===== src/hdl/mlcf_pkg.sv =====
// shared types, widths and codes for the multi load-cell fusion block
package mlcf_pkg;

    // sensor slots and derived widths
    localparam int MAX_SENSORS = 4;
    localparam int SIDX_W      = (MAX_SENSORS > 1) ? $clog2(MAX_SENSORS) : 1;
    localparam int NCNT_W      = $clog2(MAX_SENSORS + 1);
    localparam int SAMPLE_W    = 32;
    localparam int SUM_W       = SAMPLE_W + SIDX_W + 1;
    localparam int MAG_W       = SUM_W - 1;
    localparam int DIV_CNT_W   = $clog2(MAG_W);

    // configuration port
    localparam int CFG_IDX_W  = 2;
    localparam int CFG_DATA_W = 4;
    localparam int COUNT_W    = 3;

    localparam logic [CFG_IDX_W-1:0] CFG_SENSOR_COUNT   = 2'd0;
    localparam logic [CFG_IDX_W-1:0] CFG_INVERT_MASK    = 2'd1;
    localparam logic [CFG_IDX_W-1:0] CFG_PROBE_ATTACHED = 2'd2;

    // item operation codes
    localparam logic [1:0] OP_SAMPLE  = 2'd0;
    localparam logic [1:0] OP_PROCESS = 2'd1;
    localparam logic [1:0] OP_ARM     = 2'd2;

    typedef struct packed {
        logic [1:0]                 op;
        logic [1:0]                 sensor_index;
        logic signed [SAMPLE_W-1:0] sample_value;
        logic                       sample_error;
        logic                       arm_active;
    } in_item_t;

    typedef struct packed {
        logic signed [SAMPLE_W-1:0] fused_value;
        logic                       from_error;
        logic                       to_probe;
    } out_item_t;

    // controller to datapath
    typedef struct packed {
        logic store_sample;
        logic arm;
        logic clear_new;
        logic set_err;
        logic acc_start;
        logic acc_step;
        logic div_load;
        logic div_step;
        logic load_out;
    } ctrl_cmd_t;

    // datapath to controller
    typedef struct packed {
        logic armed;
        logic new_data;
        logic sample_ok;
        logic all_updated;
        logic any_error;
        logic acc_last;
        logic div_last;
    } dp_status_t;

endpackage


===== src/hdl/mlcf_ctrl.sv =====
// sequencing controller for the multi load-cell fusion block
module mlcf_ctrl (
    input  logic               clk,
    input  logic               rst_n,
    input  logic               in_valid,
    input  logic [1:0]         in_op,
    input  logic               out_ready,
    input  mlcf_pkg::dp_status_t status,
    output logic               in_ready,
    output logic               out_valid,
    output mlcf_pkg::ctrl_cmd_t cmd
);
    import mlcf_pkg::*;

    localparam logic [2:0] S_IDLE  = 3'd0;
    localparam logic [2:0] S_ACC   = 3'd1;
    localparam logic [2:0] S_DLOAD = 3'd2;
    localparam logic [2:0] S_DIV   = 3'd3;
    localparam logic [2:0] S_OUT   = 3'd4;

    logic [2:0] state_reg;
    logic [2:0] state_next;
    logic       out_valid_reg;
    logic       out_valid_next;
    logic       accept;

    assign in_ready  = (state_reg == S_IDLE);
    assign accept    = in_valid && in_ready;
    assign out_valid = out_valid_reg;

    // next state and commands
    always_comb
    begin
        cmd        = '0;
        state_next = state_reg;
        case (state_reg)
            S_IDLE:
            begin
                if (accept)
                begin
                    case (in_op)
                        OP_SAMPLE:
                        begin
                            cmd.store_sample = status.sample_ok;
                        end
                        OP_ARM:
                        begin
                            cmd.arm = 1'b1;
                        end
                        OP_PROCESS:
                        begin
                            if (status.armed && status.new_data)
                            begin
                                cmd.clear_new = 1'b1;
                                if (status.all_updated)
                                begin
                                    if (status.any_error)
                                    begin
                                        cmd.set_err = 1'b1;
                                        state_next  = S_OUT;
                                    end
                                    else
                                    begin
                                        cmd.acc_start = 1'b1;
                                        state_next    = S_ACC;
                                    end
                                end
                            end
                        end
                        default:
                        begin
                        end
                    endcase
                end
            end
            S_ACC:
            begin
                cmd.acc_step = 1'b1;
                if (status.acc_last)
                begin
                    state_next = S_DLOAD;
                end
            end
            S_DLOAD:
            begin
                cmd.div_load = 1'b1;
                state_next   = S_DIV;
            end
            S_DIV:
            begin
                cmd.div_step = 1'b1;
                if (status.div_last)
                begin
                    state_next = S_OUT;
                end
            end
            S_OUT:
            begin
                if (!out_valid_reg || out_ready)
                begin
                    cmd.load_out = 1'b1;
                    state_next   = S_IDLE;
                end
            end
            default:
            begin
                state_next = S_IDLE;
            end
        endcase
    end

    // output valid flag
    always_comb
    begin
        if (cmd.load_out)
        begin
            out_valid_next = 1'b1;
        end
        else if (out_ready)
        begin
            out_valid_next = 1'b0;
        end
        else
        begin
            out_valid_next = out_valid_reg;
        end
    end

    always_ff @(posedge clk or negedge rst_n)
    begin
        if (!rst_n)
        begin
            state_reg     <= S_IDLE;
            out_valid_reg <= 1'b0;
        end
        else
        begin
            state_reg     <= state_next;
            out_valid_reg <= out_valid_next;
        end
    end

endmodule


===== src/hdl/mlcf_datapath.sv =====
// sensor store, accumulator, serial divider and result register
module mlcf_datapath (
    input  logic                                clk,
    input  logic                                rst_n,
    input  mlcf_pkg::in_item_t                  in_data,
    input  logic                                cfg_wr_en,
    input  logic [mlcf_pkg::CFG_IDX_W-1:0]      cfg_index,
    input  logic [mlcf_pkg::CFG_DATA_W-1:0]     cfg_data,
    input  mlcf_pkg::ctrl_cmd_t                 cmd,
    output mlcf_pkg::dp_status_t                status,
    output mlcf_pkg::out_item_t                 out_data
);
    import mlcf_pkg::*;

    localparam logic [MAG_W-1:0] POS_LIM =
        {{(MAG_W - SAMPLE_W + 1){1'b0}}, {(SAMPLE_W - 1){1'b1}}};
    localparam logic [MAG_W-1:0] NEG_LIM = POS_LIM + MAG_W'(1);

    // configuration registers
    logic [COUNT_W-1:0]     sensor_count_reg;
    logic [MAX_SENSORS-1:0] invert_mask_reg;
    logic                   probe_reg;

    // sensor state
    logic                       armed_reg;
    logic                       new_data_reg;
    logic [MAX_SENSORS-1:0]     updated_reg;
    logic [MAX_SENSORS-1:0]     error_reg;
    logic signed [SAMPLE_W-1:0] sample_reg [MAX_SENSORS];

    // fusion working registers
    logic [SIDX_W-1:0]          acc_idx_reg;
    logic signed [SUM_W-1:0]    sum_reg;
    logic signed [SUM_W-1:0]    sum_next;
    logic                       neg_reg;
    logic [MAG_W-1:0]           quo_reg;
    logic [NCNT_W-1:0]          rem_reg;
    logic [DIV_CNT_W-1:0]       div_cnt_reg;
    logic                       err_sel_reg;
    logic signed [SAMPLE_W-1:0] err_value_reg;
    out_item_t                  out_reg;

    logic [NCNT_W-1:0]          n_act;
    logic                       all_updated;
    logic                       any_error;
    logic [SIDX_W-1:0]          err_idx;
    logic signed [SAMPLE_W-1:0] cur_sample;
    logic signed [SUM_W-1:0]    addend;
    logic [SUM_W-1:0]           sum_mag;
    logic [NCNT_W:0]            rem_sh;
    logic                       rem_ge;
    logic [NCNT_W:0]            rem_sub;
    logic [MAG_W-1:0]           quo_neg;
    logic signed [SAMPLE_W-1:0] avg_value;

    // active sensor count, zero means one
    always_comb
    begin
        if (sensor_count_reg == '0)
        begin
            n_act = NCNT_W'(1);
        end
        else if (32'(sensor_count_reg) > MAX_SENSORS)
        begin
            n_act = NCNT_W'(MAX_SENSORS);
        end
        else
        begin
            n_act = NCNT_W'(sensor_count_reg);
        end
    end

    // readiness and lowest errored slot
    always_comb
    begin
        all_updated = 1'b1;
        any_error   = 1'b0;
        err_idx     = '0;
        for (int i = MAX_SENSORS - 1; i >= 0; i--)
        begin
            if (NCNT_W'(i) < n_act)
            begin
                all_updated = all_updated & updated_reg[i];
                if (error_reg[i])
                begin
                    any_error = 1'b1;
                    err_idx   = SIDX_W'(i);
                end
            end
        end
    end

    // one slot per cycle into the sum
    assign cur_sample = sample_reg[acc_idx_reg];
    assign addend     = {{(SUM_W - SAMPLE_W){cur_sample[SAMPLE_W-1]}}, cur_sample};
    assign sum_next   = invert_mask_reg[acc_idx_reg] ? (sum_reg - addend)
                                                     : (sum_reg + addend);
    assign sum_mag    = sum_reg[SUM_W-1] ? (-sum_reg) : sum_reg;

    // restoring divide step by the sensor count
    assign rem_sh  = {rem_reg, quo_reg[MAG_W-1]};
    assign rem_ge  = (rem_sh >= {1'b0, n_act});
    assign rem_sub = rem_sh - {1'b0, n_act};

    // sign restore and saturation
    assign quo_neg = -quo_reg;
    always_comb
    begin
        if (neg_reg)
        begin
            if (quo_reg > NEG_LIM)
            begin
                avg_value = {1'b1, {(SAMPLE_W - 1){1'b0}}};
            end
            else
            begin
                avg_value = quo_neg[SAMPLE_W-1:0];
            end
        end
        else
        begin
            if (quo_reg > POS_LIM)
            begin
                avg_value = {1'b0, {(SAMPLE_W - 1){1'b1}}};
            end
            else
            begin
                avg_value = quo_reg[SAMPLE_W-1:0];
            end
        end
    end

    assign status.armed       = armed_reg;
    assign status.new_data    = new_data_reg;
    assign status.sample_ok   = armed_reg && (NCNT_W'(in_data.sensor_index) < n_act);
    assign status.all_updated = all_updated;
    assign status.any_error   = any_error;
    assign status.acc_last    = ((NCNT_W'(acc_idx_reg) + NCNT_W'(1)) == n_act);
    assign status.div_last    = (div_cnt_reg == DIV_CNT_W'(MAG_W - 1));
    assign out_data           = out_reg;

    // configuration and flag state
    always_ff @(posedge clk or negedge rst_n)
    begin
        if (!rst_n)
        begin
            sensor_count_reg <= COUNT_W'(1);
            invert_mask_reg  <= '0;
            probe_reg        <= 1'b0;
            armed_reg        <= 1'b0;
            new_data_reg     <= 1'b0;
            updated_reg      <= '0;
            error_reg        <= '0;
            err_sel_reg      <= 1'b0;
        end
        else
        begin
            if (cfg_wr_en)
            begin
                case (cfg_index)
                    CFG_SENSOR_COUNT:   sensor_count_reg <= cfg_data[COUNT_W-1:0];
                    CFG_INVERT_MASK:    invert_mask_reg  <= cfg_data[MAX_SENSORS-1:0];
                    CFG_PROBE_ATTACHED: probe_reg        <= cfg_data[0];
                    default:
                    begin
                    end
                endcase
            end
            if (cmd.store_sample)
            begin
                updated_reg[in_data.sensor_index] <= 1'b1;
                error_reg[in_data.sensor_index]   <= in_data.sample_error;
                new_data_reg                      <= 1'b1;
            end
            if (cmd.arm)
            begin
                armed_reg    <= in_data.arm_active;
                updated_reg  <= '0;
                error_reg    <= '0;
                new_data_reg <= 1'b0;
            end
            if (cmd.clear_new)
            begin
                new_data_reg <= 1'b0;
            end
            if (cmd.set_err)
            begin
                err_sel_reg <= 1'b1;
            end
            else if (cmd.acc_start)
            begin
                err_sel_reg <= 1'b0;
            end
        end
    end

    // sample store, accumulator, divider and result payload
    always_ff @(posedge clk)
    begin
        if (cmd.store_sample)
        begin
            sample_reg[in_data.sensor_index] <= in_data.sample_value;
        end
        if (cmd.set_err)
        begin
            err_value_reg <= sample_reg[err_idx];
        end
        if (cmd.acc_start)
        begin
            sum_reg     <= '0;
            acc_idx_reg <= '0;
        end
        else if (cmd.acc_step)
        begin
            sum_reg     <= sum_next;
            acc_idx_reg <= acc_idx_reg + SIDX_W'(1);
        end
        if (cmd.div_load)
        begin
            neg_reg     <= sum_reg[SUM_W-1];
            quo_reg     <= sum_mag[MAG_W-1:0];
            rem_reg     <= '0;
            div_cnt_reg <= '0;
        end
        else if (cmd.div_step)
        begin
            quo_reg     <= {quo_reg[MAG_W-2:0], rem_ge};
            rem_reg     <= rem_ge ? rem_sub[NCNT_W-1:0] : rem_sh[NCNT_W-1:0];
            div_cnt_reg <= div_cnt_reg + DIV_CNT_W'(1);
        end
        if (cmd.load_out)
        begin
            out_reg.fused_value <= err_sel_reg ? err_value_reg : avg_value;
            out_reg.from_error  <= err_sel_reg;
            out_reg.to_probe    <= err_sel_reg ? 1'b0 : probe_reg;
        end
    end

endmodule


===== src/hdl/multi_load_cell_fusion.sv =====
// top level of the multi load-cell fusion block
//
//   channel   direction  handshake              payload
//   in        input      in_valid / in_ready    in_data    (in_item_t)
//   out       output     out_valid / out_ready  out_data   (out_item_t)
//   cfg       input      cfg_wr_en              cfg_index, cfg_data
//
// sample and arm items are handled while idle; a process item with no result
// stays idle, an errored result goes straight to the final state, and for an
// averaged result the sum walks one slot a cycle over the n active sensors,
// then a serial divider retires one quotient bit a cycle over a 34-bit magnitude.
// reset restores the register defaults and leaves the block disarmed.
// a finished result sits in the output register while new items are taken;
// the next result waits in the final state until that register frees up.
module multi_load_cell_fusion (
    input  logic                                clk,
    input  logic                                rst_n,
    input  logic                                in_valid,
    output logic                                in_ready,
    input  mlcf_pkg::in_item_t                  in_data,
    output logic                                out_valid,
    input  logic                                out_ready,
    output mlcf_pkg::out_item_t                 out_data,
    input  logic                                cfg_wr_en,
    input  logic [mlcf_pkg::CFG_IDX_W-1:0]      cfg_index,
    input  logic [mlcf_pkg::CFG_DATA_W-1:0]     cfg_data
);
    import mlcf_pkg::*;

    ctrl_cmd_t  cmd;
    dp_status_t status;

    // sequencing
    mlcf_ctrl u_ctrl (
        .clk       (clk),
        .rst_n     (rst_n),
        .in_valid  (in_valid),
        .in_op     (in_data.op),
        .out_ready (out_ready),
        .status    (status),
        .in_ready  (in_ready),
        .out_valid (out_valid),
        .cmd       (cmd)
    );

    // storage and arithmetic
    mlcf_datapath u_datapath (
        .clk       (clk),
        .rst_n     (rst_n),
        .in_data   (in_data),
        .cfg_wr_en (cfg_wr_en),
        .cfg_index (cfg_index),
        .cfg_data  (cfg_data),
        .cmd       (cmd),
        .status    (status),
        .out_data  (out_data)
    );

    // a pending result is never overwritten
    assert property (@(posedge clk) disable iff (!rst_n)
        cmd.load_out |-> (!out_valid || out_ready))
        else $error("result register loaded while a transfer is pending");

    // samples land only while armed
    assert property (@(posedge clk) disable iff (!rst_n)
        cmd.store_sample |-> status.armed)
        else $error("sample stored while disarmed");

    // averaging starts only with every sensor reported and none in error
    assert property (@(posedge clk) disable iff (!rst_n)
        cmd.acc_start |-> (status.all_updated && !status.any_error))
        else $error("averaging started without a clean full set");

    // a process that starts fusion leaves no new data behind
    assert property (@(posedge clk) disable iff (!rst_n)
        (cmd.acc_start || cmd.set_err) |=> !status.new_data)
        else $error("new data flag not cleared by process");

endmodule


===== config.mk =====
export PLATFORM = sky130hd
export DESIGN_NAME = multi_load_cell_fusion
export DESIGN_NICKNAME = d
export VERILOG_FILES = /design/src/hdl/mlcf_pkg.sv /design/src/hdl/mlcf_ctrl.sv /design/src/hdl/mlcf_datapath.sv /design/src/hdl/multi_load_cell_fusion.sv
export SDC_FILE = /design/constraint.sdc
export NUM_CORES = 1
export LEC_CHECK = 0
export BUFFER_PORTS_ARGS = -buffer_cell sky130_fd_sc_hd__buf_4
export CAP_MARGIN = 20
export CORE_MARGIN = 8
export CORE_UTILIZATION = 45
export CTS_CLUSTER_SIZE = 8
export DETAILED_ROUTE_END_ITERATION = 8
export HOLD_SLACK_MARGIN = 0.03
export SLEW_MARGIN = 10
export SYNTH_ARGS = -nofsm -noshare
export SYNTH_HDL_FRONTEND = slang
export SYNTH_SLANG_ARGS = --single-unit

===== constraint.sdc =====
create_clock -name clk -period 8.8 [get_ports clk]
set_input_delay 0.88 -clock clk [delete_from_list [all_inputs] [get_ports clk]]
set_output_delay 0.88 -clock clk [all_outputs]
set_load 0.1 [all_outputs]

-- Yosys cells after proc, flatten, opt, wreduce, memory -nomap -nowiden
Memories as Yosys holds them, arrays and structs flattened. A register that Yosys moved wholly into a read port is not among the register bits.
Cells that the tools add are included.
- add/sub/neg operators: 8
- multiply operators: 0
- div/mod/pow operators: 0
- $lt $le $gt $ge: 12
- equality and inequality tests: 17
- shifts and indexed selects: 0
- multiplexer cells: 74
- bitwise gates (word level): 4
- reduce and logical (&&, ||, !) cells: 19
- operators with widths (operator ; count):
    32-bit 2-to-1 mux ; 4
    34-bit 2-to-1 mux ; 3
    3-bit 2-to-1 mux ; 13
    35-bit by 32-bit adder with 35-bit output ; 1
    35-bit 2-to-1 mux ; 1
    35-bit by 32-bit subtractor with 35-bit output ; 1
    34-bit by 31-bit > comparator with 1-bit output (second input constant) ; 1
    34-bit by 32-bit > comparator with 1-bit output (second input constant) ; 1
    34-bit negation ; 1
    1-bit 2-to-1 mux ; 32
    32-bit negation ; 1
    2-bit 2-to-1 mux ; 11
    4-bit 2-to-1 mux ; 4
    3-bit case mux with 5 select lines ; 1
    5-bit 2-to-1 mux ; 2
    2-bit inequality test (second input constant) ; 5
    2-bit nonzero test ; 4
    7-bit AND reduction ; 1
    6-bit by 1-bit adder with 6-bit output (second input constant) ; 1
    3-bit by 2-bit equality test with 1-bit output (second input constant) ; 2
    6-bit equality test (second input constant) ; 1
    3-bit logical NOT ; 2
    1-bit by 3-bit < comparator with 1-bit output (first input constant) ; 2
    2-bit by 3-bit < comparator with 1-bit output (first input constant) ; 2
    other kinds (25) ; 37
- bits in registers: 138
- bits in latches: 0
- memory bits (writable): 128
- bits in read-only memories: 0
- bits of input ports: 49
- word-level logic and storage cells: 154
- memories kept: 1
- memories (name ; words ; width ; read ports ; clocked after Yosys merged registers in ; wr ports ; line ; source):
    u_datapath.sample_reg ; 4 ; 32 ; 2 ; 2 ; 1 ; mlcf_datapath.sv:29 ; logic signed [SAMPLE_W-1:0] sample_reg [MAX_SENSORS];

-- Longest topological paths before layout
- depth in word-level cells: 20
- mapped depth: 25

-- By module
Synthesis repeated with hierarchy kept, for this count alone.
- cell total of the unflattened synthesis: 1410
- area total of the unflattened synthesis: 16494.6 um2
- by module, submodules not included (module ; times used ; cells each ; area an instance (um2) ; sequential area each (um2)):
    mlcf_datapath ; 1 ; 1373 ; 16148.0 ; 8314.2
    mlcf_ctrl ; 1 ; 37 ; 346.6 ; 100.1

-- Worst setup path before layout
No wires, ideal clock.
- path kind: reg-to-reg
- from: register u_ctrl.state_reg[2]
- to: register u_datapath.error_reg[0]
- setup time: 0.138 ns
- data arrival time: 6.470 ns
- setup slack: 2.193 ns
- stages on the path, launching flop included: 8
- path buffers: 1
- cell sequence: dfrtp_1 -> clkbuf_1 -> nor3_1 -> nand3b_1 -> nor3b_1 -> nor3b_1 -> mux2i_1 -> nor2_1
- word-level cells in the longest chain between the ends: 5
- RTL lines (element ; line ; source):
    start, declared ; mlcf_ctrl.sv:21 ; logic [2:0] state_reg;
    start signal, assigned ; mlcf_ctrl.sv:138 ; state_reg <= state_next;
    3-bit logical NOT * ; mlcf_ctrl.sv:27 ; assign in_ready = (state_reg == S_IDLE);
    via in_ready ; multi_load_cell_fusion.sv:19 ; output logic in_ready,
    1-bit logical AND ; mlcf_ctrl.sv:28 ; assign accept = in_valid && in_ready;
    5-bit 2-to-1 mux ; mlcf_ctrl.sv:39 ; if (accept)
    5-bit 2-to-1 mux * ; mlcf_ctrl.sv:36 ; case (state_reg)
    4-bit 2-to-1 mux / 2-bit nonzero test (equally long branches) ; -- ;
    end signal, assigned by index ; mlcf_datapath.sv:172 ; error_reg[in_data.sensor_index] <= in_data.sample_error;
    end, declared ; mlcf_datapath.sv:28 ; logic [MAX_SENSORS-1:0] error_reg;
The timed path passes the listed nets; every way through them passes the cells marked *.
A chain may end at the register's enable or synchronous reset.

==> key figures <==
Timing
  • Setup Skew: roughly 22 ps
  • Rel. slew slack: 0.3852
  • Final hold vios: 0
  • Slew Viols, Final: 0
  • Measured slew at the worst slew-check pin: 921.0 ps
  • Final worst path period need: 5511 ps
  • Final setup violation count: 0
  • FMAX: 181.5 MHz
  • Setup repair after global routing missed its margin: false
  • Period utilization: 0.6262
  • Setup TNS: 0 ps

Synthesis
  • Post-synth top flop: edfxtp_1
  • Sequential-to-total area share from yosys stat: 0.5199
  • Synth Net Count: 1504
  • Ys Warns: 0
  • Number of distinct library cells after synthesis: slightly below 80
  • Cell Area, Synth: about 16000 um2
  • Synthesized instance count: 1409
  • Synthesized area per cell: 11.49 um2
  • Asr flop ratio synth: 0.07667
  • Post-synth EDFFs: 229
  • Synthesized flop and latch total: 300

Route
  • Residual DRC: 0
  • Vias per Instance: 5.739
  • Drt pass-1 iters: 5
  • Iteration-0 DRC Markers: 871
  • Final WL: 40.22 mm
  • Vias: approximately 11000
  • Per-cell routed wire length: 20.20 um
  • Antenna-violating nets left: 0

Finish
  • Commonest non-fill, non-tap cells in the layout: edfxtp_1, nand2_1, buf_4
  • Max reg flops: about 130
  • Final core utilization: 0.5246
  • Final-layout fill cell count: about 3000
  • FF+latch area: 8416 um2
  • Design Area, Final: 18620 um2
  • Nets: around 1600
  • Area delta synth->final: 15.03%
  • Most common cell after layout, fill and taps aside: edfxtp_1
  • Share of cells above drive strength 1: 0.1732
  • Layout Cells excl Fill: 1991
  • Inserted Diodes: 0
  • Multi-input gate area: approximately 7400 um2

Placed design
  • # port buffers: between 80 and 90
  • Routability Congestion: roughly 0.89
  • Post-DP HPWL: 29.20 mm
  • Placed cell areas: between 15000 and 20000 um2
  • Placed insts: 1912

CTS
  • Skew-Pair Late Insertion Delay: approximately 540 ps
  • H-tree Lvls: 2
  • # clock sinks: 300
  • Clock buffer count from CTS: 43
  • CTS tree: done
  • Setup bufs post-CTS: 0
  • Bufs on Longest Clock Path: 3
  • CTS Root Cell: clkbuf_16
  • Hold-fix buffers, CTS: 0
  • Clock Pin Slew Worst Setup and Hold Paths: 50 ps
  • Gates resized, CTS repair: 0

Pwr
  • Clk pwr share: 0.200
  • Internal power: 4.454 mW
  • Power Density: 412.5 nW/um2
  • Switching power: 3.225 mW
  • Sw Share: 0.4199
  • Power, Total: about 7.7 mW
  • Max VDD drop: 0.1654 mV
  • Comb power frac: 0.514
  • LEAKAGE: between 6 and 7 nW
  • Seq pwr share: 0.286

Setup path
  • RR Endpoint: u_datapath.sum_reg[32]
  • Kind of critical path: register to register
  • Crit start category: register
  • Req. time, crit path: around 9300 ps
  • CP max stage delay: approximately 740 ps
  • Critical path's slowest cell: dfxtp_2
  • R2R setup slack: 3290 ps
  • CP endpoint kind: register
  • Critical path arrival: 5970 ps
  • Crit Path Max Fanout: 19
  • R2r worst-path depth: 16
  • Worst-path cell chain: buf_4 > mux4_2 > or3_1 > nor4_2 > nand2_1 > o41ai_1 > xor2_1 > ha_1 > a21oi_1 > nand2b_1 > a211oi_1 > a31oi_1 > a211oi_1 > nor3_1 > or4_1 > a31oi_1

GRT
  • Global-route wire length before repair: 62.80 mm
  • Grt met1 use: 0.2740
  • Pin count of the biggest net entering global routing: 66
  • Met2 usage: 0.2921
  • Initial antenna violation count: 5
  • Vias in the first global route: 11044
  • Grt peak-use layer: met2
  • GR met3 Demand/Resource: 0.03180
  • Gr usage total: 0.1893
  • Overflow left after global routing: 0

Run
  • Max-cap violations: 0

Floorplanning
  • IO Count: 85
  • Die width: slightly above 200 um
  • Core footprint: 35480 um2
  • Placement row count: approximately 70
  • Die span in y: 205.6 um
  • Die area: approximately 42000 um2
  • Initial core utilization: 0.4561

Hold path
  • Hold Crit Class: input pin to async pin

Outcome
  • Status: finished clean
-- through the flow --
step,hold WS [ps],setup WS (ps)
floorplan,406.4,2193
global placement,450.1,3346
detailed placement,453.9,3292
CTS,229.1,3256
global route,254.0,2856
finish,244.2,3289
-- per-layer routing --
metal,vias to the layer above,wire [um]
li1,5524,-
met1,5533,18980
met2,315,18160
met3,55,2367
met4,0,719
met5,-,0
-- cell type report --
class | count | share of cell area
well taps | 461 | 0.03099
repair buffers | 107 | 0.04423
flip-flops and latches | 300 | 0.4521
clock inverters | 2 | 0.001344
clock buffers | 77 | 0.06634
inverters | 38 | 0.007662
multi-input cells | 1006 | 0.3974
-- critical path, delay by kind of cell, from the launching register on --
kind,cells,cell delay [ps]
and+or+nand+nor,6,1600
AOI/OAI and AO/OA,6,1610
buffers and inverters,1,410
DFF,1,740
adders and majority gates,1,310
muxes,1,560
xor gates and xnor gates,1,180
-- Yosys cell counts, types with 16 or more instances --
cell,number,area share
edfxtp_1,229,0.42
nand2_1,175,0.041
a21oi_1,92,0.028
o21ai_0,89,0.028
nor2_1,85,0.020
mux4_2,64,0.089
clkbuf_1,48,0.011
dfxtp_1,48,0.059
xnor2_1,46,0.025
xor2_1,46,0.025
ha_1,44,0.034
inv_1,37,0.0086
nor3_1,35,0.011
dfrtp_1,22,0.034
a21o_1,21,0.0097
nand2b_1,19,0.0073
or3_1,18,0.0070
o31ai_1,17,0.0079
nand3_1,16,0.0049
-- power groups by stage --
stage / Sequential, mW / Combinational, mW / Clock (mW)
2_1_floorplan: 2.08 / 3.17 / 0
3_3_place_gp: 2.21 / 3.88 / 0
3_5_place_dp: 2.22 / 3.90 / 0
4_1_cts: 2.19 / 3.93 / 1.57
5_1_grt: 2.24 / 4.39 / 1.63
6_report: 2.20 / 3.95 / 1.54
-- kinds of logic after synthesis --
family / after synthesis / share of synthesized area
buffers and inverters: 103 / 0.02536
multiplexers: 85 / 0.1029
XOR/XNOR: 92 / 0.04979
AND/OR/NAND/NOR: 443 / 0.1330
flip-flops: 300 / 0.5199
adder cells (fa/ha/maj): 46 / 0.03649
AO/OA/AOI/OAI: 340 / 0.1325
-- worst max-delay path by stage --
stage | slack [ps] | from | end
2_1_floorplan | 2190 | u_ctrl.state_reg[2] | u_datapath.error_reg[0]
3_3_place_gp | 3350 | register | u_datapath.sum_reg[32]
3_5_place_dp | 3290 | register | u_datapath.sum_reg[32]
4_1_cts | 3260 | register | u_datapath.sum_reg[32]
5_1_grt | 2860 | register | u_datapath.sum_reg[32]
6_report | 3290 | register | u_datapath.sum_reg[32]
Power figures use the tool's default switching activity.
